==> config.mk <==
export PLATFORM = sky130hd
export DESIGN_NAME = event_stream_to_midi_converter
export DESIGN_NICKNAME = d
export VERILOG_FILES = /design/src/sv/esm_pkg.sv /design/src/sv/esm_queue.sv /design/src/sv/esm_front.sv /design/src/sv/esm_back.sv /design/src/sv/event_stream_to_midi_converter.sv
export VERILOG_INCLUDE_DIRS = /design/src /design/src/sv
export SDC_FILE = /design/constraint.sdc
export NUM_CORES = 2
export LEC_CHECK = 0
export BUFFER_PORTS_ARGS = -buffer_cell sky130_fd_sc_hd__buf_4
export CAP_MARGIN = 0
export CORE_AREA = 2 2 307 309
export DETAILED_ROUTE_END_ITERATION = 7
export DIE_AREA = 0 0 309 311
export GPL_TIMING_DRIVEN = 0
export PLACE_DENSITY = 0.71
export SYNTH_ARGS = -nofsm -noshare
export SYNTH_HDL_FRONTEND = slang
export SYNTH_SLANG_ARGS = --single-unit
==> constraint.sdc <==
create_clock -name clk_i -period 10.5 [get_ports clk_i]
set_input_delay 0.525 -clock clk_i [delete_from_list [all_inputs] [get_ports clk_i]]
set_output_delay 0.525 -clock clk_i [all_outputs]
set_load 0.01 [all_outputs]
==> src/sv/assert_macros.svh <==
// Assertion macros for the RTL files (used by esm_queue).
`ifndef ASSERT_MACROS_SVH
`define ASSERT_MACROS_SVH
`ifndef SYNTH
// property checked on the rising edge, off while reset is low
`define ASSERT_IMPL(lbl, clk, rstn, prop, msg) \
  lbl: assert property (@(posedge clk) disable iff (!rstn) prop) else $error(msg);
// condition that must never be seen
`define ASSERT_NEVER(lbl, clk, rstn, cond, msg) \
  lbl: assert property (@(posedge clk) disable iff (!rstn) !(cond)) else $error(msg);
`else
`define ASSERT_IMPL(lbl, clk, rstn, prop, msg)
`define ASSERT_NEVER(lbl, clk, rstn, cond, msg)
`endif
`endif

==> src/sv/esm_pkg.sv <==
// Types, constants and helpers of the event stream to MIDI converter.
package esm_pkg;

  typedef enum logic [3:0] {
    PH_DELTA, PH_CMD, PH_PEEK, PH_METATYPE, PH_METALEN,
    PH_SYSLEN, PH_PAYLOAD, PH_DATA, PH_SKIP
  } phase_e;

  typedef enum logic [1:0] {
    CMD_BYTE, CMD_DELTA, CMD_MARKER
  } cmd_kind_e;

  typedef enum logic [2:0] {
    BK_IDLE, BK_MUL, BK_ADD, BK_DIV, BK_FIN, BK_VLQ, BK_MARK
  } back_state_e;

  typedef struct packed {
    cmd_kind_e   kind;
    logic [7:0]  data;      // byte to send, or controller number for a marker
    logic [31:0] total;     // tick total for a delta
    logic        clr_rest;  // clear the remainder before this delta
    logic        last;
    logic        trk_end;
    logic        bad;
  } cmd_t;

  localparam int unsigned QUEUE_DEPTH = 4;
  localparam int unsigned DIV_BITS    = 50;

  localparam logic REG_TIME_BASE = 1'b0;
  localparam logic REG_TPS       = 1'b1;

  localparam logic [7:0] STATUS_META     = 8'hFF;
  localparam logic [7:0] STATUS_SYSEX    = 8'hF0;
  localparam logic [7:0] META_EOT        = 8'h2F;
  localparam logic [7:0] META_TEXT       = 8'h01;
  localparam logic [7:0] CTRL_DROP_LO    = 8'd102;
  localparam logic [7:0] CTRL_DROP_HI    = 8'd119;
  localparam logic [7:0] CTRL_LOOP_START = 8'd110;
  localparam logic [7:0] CTRL_LOOP_END   = 8'd111;
  localparam logic [3:0] LEN_LOOP_START  = 4'd10;
  localparam logic [3:0] LEN_LOOP_END    = 4'd8;

  function automatic cmd_t mk_cmd(cmd_kind_e k, logic [7:0] d, logic [31:0] t, logic c);
    cmd_t r;
    r          = '0;
    r.kind     = k;
    r.data     = d;
    r.total    = t;
    r.clr_rest = c;
    return r;
  endfunction

  // text of the loop marker meta events
  function automatic logic [7:0] loop_char(logic is_end, logic [3:0] i);
    logic [7:0] r;
    r = 8'h00;
    if (is_end) begin
      unique case (i)
        4'd0: r = 8'h4C; 4'd1: r = 8'h6F; 4'd2: r = 8'h6F; 4'd3: r = 8'h70;
        4'd4: r = 8'h20; 4'd5: r = 8'h65; 4'd6: r = 8'h6E; 4'd7: r = 8'h64;
        default: r = 8'h00;
      endcase
    end else begin
      unique case (i)
        4'd0: r = 8'h4C; 4'd1: r = 8'h6F; 4'd2: r = 8'h6F; 4'd3: r = 8'h70;
        4'd4: r = 8'h20; 4'd5: r = 8'h73; 4'd6: r = 8'h74; 4'd7: r = 8'h61;
        4'd8: r = 8'h72; 4'd9: r = 8'h74;
        default: r = 8'h00;
      endcase
    end
    return r;
  endfunction

endpackage

==> src/sv/esm_queue.sv <==
// Command queue between the parser and the output engine.
`include "assert_macros.svh"
module esm_queue
  import esm_pkg::*;
(
  input  logic clk_i,
  input  logic rst_ni,
  input  logic push_i,
  input  cmd_t cmd_i,
  output logic full_o,
  input  logic pop_i,
  output cmd_t cmd_o,
  output logic avail_o
);

  cmd_t       mem_q [QUEUE_DEPTH];
  logic [1:0] wr_q, rd_q;
  logic [2:0] cnt_q;

  assign full_o  = (cnt_q == 3'(QUEUE_DEPTH));
  assign avail_o = (cnt_q != 3'd0);
  assign cmd_o   = mem_q[rd_q];

  always_ff @(posedge clk_i) begin
    if (push_i) begin
      mem_q[wr_q] <= cmd_i;
    end
  end

  always_ff @(posedge clk_i or negedge rst_ni) begin
    if (!rst_ni) begin
      wr_q  <= '0;
      rd_q  <= '0;
      cnt_q <= '0;
    end else begin
      if (push_i) wr_q <= wr_q + 2'd1;
      if (pop_i)  rd_q <= rd_q + 2'd1;
      cnt_q <= cnt_q + 3'(push_i) - 3'(pop_i);
    end
  end

  `ASSERT_NEVER(a_no_overflow, clk_i, rst_ni, push_i && full_o, "queue overflow")
  `ASSERT_NEVER(a_no_underflow, clk_i, rst_ni, pop_i && !avail_o, "queue underflow")
  `ASSERT_IMPL(a_fill, clk_i, rst_ni, (push_i && !pop_i) |=> (cnt_q == $past(cnt_q) + 3'd1), "count off")
endmodule

==> src/sv/esm_front.sv <==
// Parser: decodes source bytes and queues output commands.
module esm_front
  import esm_pkg::*;
(
  input  logic       clk_i,
  input  logic       rst_ni,
  input  logic       in_valid_i,
  output logic       in_ready_o,
  input  logic [7:0] in_byte_i,
  input  logic       track_start_i,
  output logic       q_push_o,
  output cmd_t       q_cmd_o,
  input  logic       q_full_i
);

  phase_e      phase_q, ph;
  logic [31:0] acc_q, acc, tot_q, tot;
  logic [5:0]  sh_q, sh;
  logic [7:0]  rs_q, rs, hf_q, hf, bl_q, bl;
  logic        fin_q, fin, rclr_q, rclr;
  cmd_t        pend_q [3];
  cmd_t        cmds [3];
  logic [1:0]  pend_cnt_q, pend_idx_q, n;
  logic        endf, badf, do_open, do_feed;
  logic [7:0]  os, b;
  logic        accept;

  assign b          = in_byte_i;
  assign in_ready_o = (pend_cnt_q == 2'd0);
  assign accept     = in_valid_i && in_ready_o;
  assign q_push_o   = (pend_cnt_q != 2'd0) && !q_full_i;
  assign q_cmd_o    = pend_q[pend_idx_q];

  always_comb begin
    ph = phase_q; acc = acc_q; tot = tot_q; sh = sh_q; rs = rs_q; hf = hf_q;
    bl = bl_q; fin = fin_q; rclr = rclr_q;
    n = '0; cmds = '{default: '0};
    endf = 1'b0; badf = 1'b0; do_open = 1'b0; do_feed = 1'b0; os = '0;
    if (track_start_i) begin
      ph = PH_DELTA; acc = '0; tot = '0; sh = '0; rs = '0; hf = '0; bl = '0;
      fin = 1'b0; rclr = 1'b1;
    end
    if (!fin) begin
      case (ph)
        PH_DELTA: begin
          if (sh < 6'd32) acc = acc | ({25'd0, b[6:0]} << sh[4:0]);
          sh = (sh > 6'd28) ? 6'd35 : 6'(sh + 6'd7);
          if (b[7]) begin
            tot = tot + acc; acc = '0; sh = '0; ph = PH_CMD;
          end
        end
        PH_CMD: begin
          if (b[7:4] == 4'hB) begin
            hf = b; ph = PH_PEEK;
          end else if (b[7]) begin
            if (b > STATUS_SYSEX && b != STATUS_META) begin
              cmds[n] = mk_cmd(CMD_BYTE, b, '0, 1'b0); n = n + 2'd1;
              badf = 1'b1; fin = 1'b1; ph = PH_DELTA;
            end else begin
              cmds[n] = mk_cmd(CMD_DELTA, '0, tot, rclr); n = n + 2'd1;
              tot = '0; rclr = 1'b0;
              rs = b; do_open = 1'b1; os = b;
            end
          end else begin
            cmds[n] = mk_cmd(CMD_DELTA, '0, tot, rclr); n = n + 2'd1;
            tot = '0; rclr = 1'b0;
            if (rs[7:4] == 4'hB && (b == CTRL_LOOP_START || b == CTRL_LOOP_END)) begin
              cmds[n] = mk_cmd(CMD_MARKER, b, '0, 1'b0); n = n + 2'd1;
              ph = PH_SKIP;
            end else begin
              do_open = 1'b1; os = rs; do_feed = 1'b1;
            end
          end
        end
        PH_PEEK: begin
          if (b >= CTRL_DROP_LO && b <= CTRL_DROP_HI && b != CTRL_LOOP_START
              && b != CTRL_LOOP_END) begin
            ph = PH_SKIP;
          end else begin
            cmds[n] = mk_cmd(CMD_DELTA, '0, tot, rclr); n = n + 2'd1;
            tot = '0; rclr = 1'b0; rs = hf;
            if (b == CTRL_LOOP_START || b == CTRL_LOOP_END) begin
              cmds[n] = mk_cmd(CMD_MARKER, b, '0, 1'b0); n = n + 2'd1;
              ph = PH_SKIP;
            end else begin
              do_open = 1'b1; os = hf; do_feed = 1'b1;
            end
          end
        end
        PH_SKIP: ph = PH_DELTA;
        default: do_feed = 1'b1;
      endcase
      // status byte of an event is always sent
      if (do_open) begin
        cmds[n] = mk_cmd(CMD_BYTE, os, '0, 1'b0); n = n + 2'd1;
        if (os == STATUS_META) begin
          ph = PH_METATYPE;
        end else if (os == STATUS_SYSEX) begin
          ph = PH_SYSLEN;
        end else begin
          bl = (os >= 8'hC0 && os < 8'hE0) ? 8'd1 : 8'd2;
          ph = PH_DATA;
        end
      end
      if (do_feed) begin
        case (ph)
          PH_METATYPE: begin
            cmds[n] = mk_cmd(CMD_BYTE, b, '0, 1'b0); n = n + 2'd1;
            hf = b; ph = PH_METALEN;
          end
          PH_METALEN, PH_SYSLEN: begin
            cmds[n] = mk_cmd(CMD_BYTE, b, '0, 1'b0); n = n + 2'd1;
            if (b == 8'd0) begin
              if (ph == PH_METALEN && hf == META_EOT) begin
                endf = 1'b1; fin = 1'b1;
              end
              ph = PH_DELTA;
            end else begin
              bl = b; ph = PH_PAYLOAD;
            end
          end
          PH_PAYLOAD: begin
            cmds[n] = mk_cmd(CMD_BYTE, b, '0, 1'b0); n = n + 2'd1;
            bl = bl - 8'd1;
            if (bl == 8'd0) begin
              if (rs == STATUS_META && hf == META_EOT) begin
                endf = 1'b1; fin = 1'b1;
              end
              ph = PH_DELTA;
            end
          end
          PH_DATA: begin
            cmds[n] = mk_cmd(CMD_BYTE, b, '0, 1'b0); n = n + 2'd1;
            bl = bl - 8'd1;
            if (bl == 8'd0) ph = PH_DELTA;
          end
          default: ph = PH_DELTA;
        endcase
      end
      if (n != 2'd0) begin
        cmds[n - 2'd1].last    = 1'b1;
        cmds[n - 2'd1].trk_end = endf;
        cmds[n - 2'd1].bad     = badf;
      end
    end
  end

  always_ff @(posedge clk_i) begin
    if (accept) pend_q <= cmds;
  end

  always_ff @(posedge clk_i or negedge rst_ni) begin
    if (!rst_ni) begin
      phase_q <= PH_DELTA; acc_q <= '0; tot_q <= '0; sh_q <= '0; rs_q <= '0;
      hf_q <= '0; bl_q <= '0; fin_q <= 1'b0; rclr_q <= 1'b0;
      pend_cnt_q <= '0; pend_idx_q <= '0;
    end else if (accept) begin
      phase_q <= ph; acc_q <= acc; tot_q <= tot; sh_q <= sh; rs_q <= rs;
      hf_q <= hf; bl_q <= bl; fin_q <= fin; rclr_q <= rclr;
      pend_cnt_q <= n; pend_idx_q <= '0;
    end else if (q_push_o) begin
      if (pend_idx_q == pend_cnt_q - 2'd1) begin
        pend_cnt_q <= '0; pend_idx_q <= '0;
      end else begin
        pend_idx_q <= pend_idx_q + 2'd1;
      end
    end
  end
endmodule

==> src/sv/esm_back.sv <==
// Output engine: byte pass-through, delta rescale, serial divide, VLQ and marker text.
module esm_back
  import esm_pkg::*;
(
  input  logic        clk_i,
  input  logic        rst_ni,
  input  logic        q_avail_i,
  input  cmd_t        q_cmd_i,
  output logic        q_pop_o,
  input  logic [15:0] time_base_i,
  input  logic [31:0] tps_i,
  output logic        out_valid_o,
  input  logic        out_ready_i,
  output logic [7:0]  out_byte_o,
  output logic        last_of_run_o,
  output logic        track_end_o,
  output logic        bad_command_o
);

  back_state_e state_q, state_d;
  cmd_t        cmd_q;
  logic [48:0] prod_q;
  logic [49:0] div_q;
  logic [31:0] rem_q, rest_q, qv_q;
  logic [5:0]  cnt_q;
  logic [3:0]  idx_q;
  logic        lead_q;
  logic        ov_q, ol_q, oe_q, ob_q;
  logic [7:0]  obyte_q;

  logic        slot_free, emit, elast, skip, is_end;
  logic [7:0]  ebyte;
  logic [6:0]  g;
  logic [32:0] trial;
  logic        ge;
  logic [3:0]  mlen;

  assign slot_free = !ov_q || out_ready_i;
  assign trial     = {rem_q, div_q[DIV_BITS-1]};
  assign ge        = (trial >= {1'b0, tps_i});
  assign is_end    = (cmd_q.data == CTRL_LOOP_END);
  assign mlen      = is_end ? LEN_LOOP_END : LEN_LOOP_START;

  always_comb begin
    unique case (idx_q)
      4'd0:    g = {3'b000, qv_q[31:28]};
      4'd1:    g = qv_q[27:21];
      4'd2:    g = qv_q[20:14];
      4'd3:    g = qv_q[13:7];
      default: g = qv_q[6:0];
    endcase
  end
  // leading zero groups are not sent
  assign skip = (idx_q < 4'd4) && (g == 7'd0) && !lead_q;

  // next state
  always_comb begin
    state_d = state_q;
    unique case (state_q)
      BK_IDLE: begin
        if (q_avail_i) begin
          if (q_cmd_i.kind == CMD_DELTA)       state_d = BK_MUL;
          else if (q_cmd_i.kind == CMD_MARKER) state_d = BK_MARK;
        end
      end
      BK_MUL:  state_d = BK_ADD;
      BK_ADD:  state_d = BK_DIV;
      BK_DIV:  if (cnt_q == 6'(DIV_BITS - 1)) state_d = BK_FIN;
      BK_FIN:  state_d = BK_VLQ;
      BK_VLQ:  if ((skip || slot_free) && idx_q == 4'd4) state_d = BK_IDLE;
      BK_MARK: if (slot_free && idx_q == mlen + 4'd2) state_d = BK_IDLE;
      default: state_d = BK_IDLE;
    endcase
  end

  // outputs
  always_comb begin
    q_pop_o = 1'b0; emit = 1'b0; ebyte = '0; elast = 1'b0;
    unique case (state_q)
      BK_IDLE: begin
        if (q_avail_i) begin
          if (q_cmd_i.kind == CMD_BYTE) begin
            q_pop_o = slot_free; emit = slot_free;
            ebyte = q_cmd_i.data; elast = q_cmd_i.last;
          end else begin
            q_pop_o = 1'b1;
          end
        end
      end
      BK_VLQ: begin
        emit  = !skip && slot_free;
        ebyte = {(idx_q != 4'd4), g};
        elast = (idx_q == 4'd4) && cmd_q.last;
      end
      BK_MARK: begin
        emit  = slot_free;
        elast = (idx_q == mlen + 4'd2) && cmd_q.last;
        if (idx_q == 4'd0)      ebyte = STATUS_META;
        else if (idx_q == 4'd1) ebyte = META_TEXT;
        else if (idx_q == 4'd2) ebyte = {4'd0, mlen};
        else                    ebyte = loop_char(is_end, idx_q - 4'd3);
      end
      default: ;
    endcase
  end

  always_ff @(posedge clk_i) begin
    unique case (state_q)
      BK_IDLE: if (q_pop_o) cmd_q <= q_cmd_i;
      BK_MUL:  prod_q <= 49'(cmd_q.total) * 49'({time_base_i, 1'b0});
      BK_ADD:  div_q  <= {1'b0, prod_q} + {18'd0, rest_q};
      BK_DIV:  div_q  <= {div_q[DIV_BITS-2:0], ge};
      BK_FIN:  qv_q   <= (tps_i == '0) ? '1 : div_q[31:0];
      default: ;
    endcase
    if (state_q == BK_ADD) rem_q <= '0;
    else if (state_q == BK_DIV) rem_q <= ge ? 32'(trial - {1'b0, tps_i}) : trial[31:0];
    if (emit) begin
      obyte_q <= ebyte;
      ol_q    <= elast;
      oe_q    <= elast && ((state_q == BK_IDLE) ? q_cmd_i.trk_end : cmd_q.trk_end);
      ob_q    <= elast && ((state_q == BK_IDLE) ? q_cmd_i.bad : cmd_q.bad);
    end
  end

  always_ff @(posedge clk_i or negedge rst_ni) begin
    if (!rst_ni) begin
      state_q <= BK_IDLE; rest_q <= '0; cnt_q <= '0; idx_q <= '0;
      lead_q <= 1'b0; ov_q <= 1'b0;
    end else begin
      state_q <= state_d;
      if (state_q == BK_IDLE && q_pop_o) begin
        idx_q <= '0; lead_q <= 1'b0;
        if (q_cmd_i.kind == CMD_DELTA && q_cmd_i.clr_rest) rest_q <= '0;
      end
      if (state_q == BK_ADD) cnt_q <= '0;
      if (state_q == BK_DIV) cnt_q <= cnt_q + 6'd1;
      if (state_q == BK_FIN) rest_q <= (tps_i == '0) ? '0 : rem_q;
      if (state_q == BK_VLQ && (skip || slot_free)) begin
        idx_q <= idx_q + 4'd1; lead_q <= lead_q || (g != 7'd0);
      end
      if (state_q == BK_MARK && slot_free) idx_q <= idx_q + 4'd1;
      if (emit) ov_q <= 1'b1;
      else if (out_ready_i) ov_q <= 1'b0;
    end
  end

  assign out_valid_o   = ov_q;
  assign out_byte_o    = obyte_q;
  assign last_of_run_o = ol_q;
  assign track_end_o   = oe_q;
  assign bad_command_o = ob_q;
endmodule

==> src/sv/event_stream_to_midi_converter.sv <==
// Top level: event stream to MIDI track converter with APB registers.
//
//  channel  dir  handshake               word
//  in       in   in_valid_i/in_ready_o   in_byte_i, track_start_i
//  out      out  out_valid_o/out_ready_i out_byte_o + last/end/bad flags
//  apb      in   psel/penable/pwrite     time_base (0x0), ticks_per_second (0x4)
//
// The parser decodes a source word when it takes it, then pushes the
// commands it queued (up to 3) one at a time while the queue has room,
// and takes no new word until all are pushed. A delta goes through the
// output engine as pop, multiply, add, 50-step restoring divide, finish
// and five VLQ groups (skipped leading zero groups are still stepped through).
// A loop marker is popped before its bytes. The serial divider sets the pace.
// Reset clears parse state, registers to 120 / 60, and empties the queue.
// The parser and engine stall independently through the 4-entry queue;
// the output register keeps its word while out_ready_i is low.
module event_stream_to_midi_converter
  import esm_pkg::*;
(
  input  logic        clk_i,
  input  logic        rst_ni,
  input  logic        in_valid_i,
  output logic        in_ready_o,
  input  logic [7:0]  in_byte_i,
  input  logic        track_start_i,
  output logic        out_valid_o,
  input  logic        out_ready_i,
  output logic [7:0]  out_byte_o,
  output logic        last_of_run_o,
  output logic        track_end_o,
  output logic        bad_command_o,
  input  logic        psel,
  input  logic        penable,
  input  logic        pwrite,
  input  logic [2:0]  paddr,
  input  logic [31:0] pwdata,
  output logic [31:0] prdata,
  output logic        pready
);

  logic [15:0] time_base_q;
  logic [31:0] tps_q;
  logic        q_push, q_full, q_pop, q_avail;
  cmd_t        q_in, q_out;

  assign pready = 1'b1;
  // only one address bit decodes: two registers
  assign prdata = (paddr[2] == REG_TPS) ? tps_q : {16'd0, time_base_q};

  always_ff @(posedge clk_i or negedge rst_ni) begin
    if (!rst_ni) begin
      time_base_q <= 16'd120;
      tps_q       <= 32'd60;
    end else if (psel && penable && pwrite) begin
      if (paddr[2] == REG_TIME_BASE) time_base_q <= pwdata[15:0];
      else                           tps_q       <= pwdata;
    end
  end

  esm_front u_front (
    .clk_i, .rst_ni, .in_valid_i, .in_ready_o, .in_byte_i, .track_start_i,
    .q_push_o (q_push), .q_cmd_o (q_in), .q_full_i (q_full)
  );

  esm_queue u_queue (
    .clk_i, .rst_ni, .push_i (q_push), .cmd_i (q_in), .full_o (q_full),
    .pop_i (q_pop), .cmd_o (q_out), .avail_o (q_avail)
  );

  esm_back u_back (
    .clk_i, .rst_ni, .q_avail_i (q_avail), .q_cmd_i (q_out), .q_pop_o (q_pop),
    .time_base_i (time_base_q), .tps_i (tps_q),
    .out_valid_o, .out_ready_i, .out_byte_o, .last_of_run_o, .track_end_o,
    .bad_command_o
  );
endmodule

==> results.ini <==
[synth]
synth_edf_count=436
synthTopCellsByCount=nand2_1 (666), inv_1 (510), edfxtp_1 (436)
yosys_register_bits=674
synth_top_area_share_pct=25.9
ys_warn_count=0
ys_async_sr_fraction_pct=30.6
synth_ff_type=edfxtp_1
synthesis.area_sq_um=50600
synth_xor_area_share_pct=2.34
synth_compound_area_share_pct=12.5
avgSynthCellArea_sq_um=10.3
ys_types=109
yosys-top-cells-area=edfxtp_1 (26%), fa_1 (17%), dfrtp_1 (9.8%), ha_1 (5.9%), nand2_1 (4.9%)
seq_area_frac_synth_pct=37.3
synth.most_common_cell=nand2_1
syn_inst=4897
synth_adder_area_share_pct=22.6
yosys.area_share.simple_pct=14.8
synthMuxAreaShare_pct=4.67
post-synth-top-area-cell=edfxtp_1
synth_top_family_by_area=adder cells

[routing]
vias_per_cell=6.01
first_pass_iters=6
drc=0
wirelength_mm=145
drt_iter0_drc=3403
ant_nets=0
num_vias=38400
wl_per_cell_um=22.7

[grt]
antenna_found_initial=7
grt_max_degree=107
grt_pass1_wl_mm=224
grt_pass1_vias=38600
gr-total-overflow=0
grtUsageTotal_pct=30.5

[sta]
setup_viol=0
grt_setup_unrepaired=no
hold_violations=0
slew_headroom_pct=14.6
timing.final.ws_setup_ns=1.84
fmax_mhz=116
timing.hold.ws_ns=0.118
worst_slew_pin_slew_ns=1.28
layout_worst_path_cycle_share_pct=82.4
period_needed_ns=8.66
tns_ns=0
maxSlewViolCount=0
clock_skew_ns=0.0371

[placement]
gp_congestion=0.985
hpwl_mm=112
io_buffers=89
place_ws_ns=2.03

[cells_and_area]
nNetsFinal=5786
area_growth_pct=9.73
utilization_pct=59.9
drive_above_1_share_pct=8.90
fill_cells=7892

[setup_path]
crit_path_start_kind=flop
required_ns=10.88
cp.arrival_ns=9.03
end_kind=flop
setup.worst_path.class=reg2reg
worst-path-max-fanout=10

[clocking]
ctsResizeCount=0
clock_sinks=674
clk_path_buf_depth=3
numCtsBuffers=74
cts_tree=built
cts-root-buf=clkbuf_16
clk_pin_slew_ns=0.06
clk_latency_ns=0.66
h-tree-depth=3

[floorplanning]
die-width_um=309
dieArea_sq_um=96100
start_util_pct=54.6
core_region_area_sq_um=92800
rows=112
die_height_um=311
pin_count=97

[status]
status=complete, no violations

[run]
maxCapViolations=0

[hold_path]
hold_path.class=in2reg

[per-stage QoR]
step                      instance area, sq um  cells
after floorplan                          50600   4899
after global placement                   52900   6242
after detailed placement                 53100   6251
after CTS                                55500   6390
after global routing                     55500   6391
final                                    55500   6394
[critical path, stage by stage (launching register included)]
cell and delay, ns:
dfstp_2 0.51, clkbuf_1 0.52, clkbuf_1 0.62, nand2_1 0.16, fa_1 0.54, inv_1 0.05
fa_1 0.48, inv_1 0.05, fa_1 0.49, inv_1 0.05, fa_1 0.52, inv_1 0.05
fa_1 0.48, inv_1 0.06, fa_1 0.46, ha_1 0.36, a21o_1 0.18, a21oi_1 0.14
o21bai_1 0.10, a31o_2 0.25, a21oi_1 0.42, o21ai_0 0.32, a311oi_2 0.55, o21ai_0 0.24
or4b_1 0.51, a31oi_1 0.21, xnor2_1 0.08
[what timing repair did]
action / in CTS / in global routing
hold buffers: 1 / 0
hold endpoints to repair: 32 / 0
buffers inserted: 0 / 0
[cells in the final DEF (no fill, tap or decap), types with 27 or more instances in the layout]
master,count
nand2_1,666
inv_1,509
edfxtp_1,436
fa_1,422
and2_1,251
ha_1,239
nor2_1,234
clkbuf_1,228
o21ai_0,217
a21oi_1,215
dfrtp_1,198
buf_4,91
a22o_1,90
xnor2_1,87
nand3_1,84
clkbuf_16,75
mux2_2,67
a21o_1,64
nor2b_1,55
nor3_1,54
mux4_2,50
mux2i_1,48
xor2_1,48
or2_2,39
a211oi_1,38
nand2b_1,33
dfxtp_1,32
a31oi_1,30
and3_1,27
[registers in the layout (all words and copies together) (netlist names), 32 cells and up]
signal	flops
u_queue.mem_q	184
u_front.pend_q	68
u_back.div_q	50
u_back.prod_q	48
u_back.cmd_q	43
tps_q	32
u_back.qv_q	32
u_back.rem_q	32
u_back.rest_q	32
u_front.acc_q	32
u_front.tot_q	32
[worst paths after layout]
| kind | from | depth (start not counted) | slack [ns] | to |
|---|---|---|---|---|
| setup / recovery | time_base_q[5]$_DFFE_PN1P_ | 26 | 1.84 | u_back.prod_q[46]$_DFFE_PP_ |
| hold / removal | pwdata[31] | 2 | 0.12 | tps_q[31]$_DFFE_PN0P_ |
| setup reg to reg | time_base_q[5]$_DFFE_PN1P_ | 26 | 1.84 | u_back.prod_q[46]$_DFFE_PP_ |
| hold reg to reg | u_front.tot_q[7]$_DFFE_PN0P_ | 2 | 0.49 | u_front.tot_q[7]$_DFFE_PN0P_ |
| max in group asynchronous | rst_ni | 3 | 8.80 | u_back.rest_q[6]$_DFFE_PN0P_ |
| min in group asynchronous | rst_ni | 2 | 0.51 | u_front.tot_q[25]$_DFFE_PN0P_ |
[final cells by class]
cell class	instances	area (sq um)	share of cell area [%]
Buffer	244	957	1.72
Antenna cell	4	10.0	0.0180
Timing Repair Buffer	99	881	1.59
Tap cell	1254	1570	2.83
Inverter	516	1940	3.49
Clock inverter	37	412	0.741
Sequential cell	674	18900	34.0
Multi-Input combinational cell	3465	28800	51.9
Clock buffer	101	2020	3.65
[cells by family (layout without fill, tap and decap cells)]
logic type,Yosys count,after routing
adders and majority gates,662,662
buffers and inverters,760,997
and+or+nand+nor,1557,1557
muxes,165,165
other,2,8
AOI/OAI and AO/OA,942,942
xor gates and xnor gates,135,135
DFF,674,674
[per-layer routing]
layer  GRT usage (%)  wire length, um  share of wire, %
met3            5.99            11700               8.1
met4            14.6             7880               5.4
met2            48.3            67200                46
met5               0               49             0.034
met1            40.3            58000                40
Power is not shown: default switching activity piles up to over one toggle a cycle in this logic, so the estimate is an artifact.
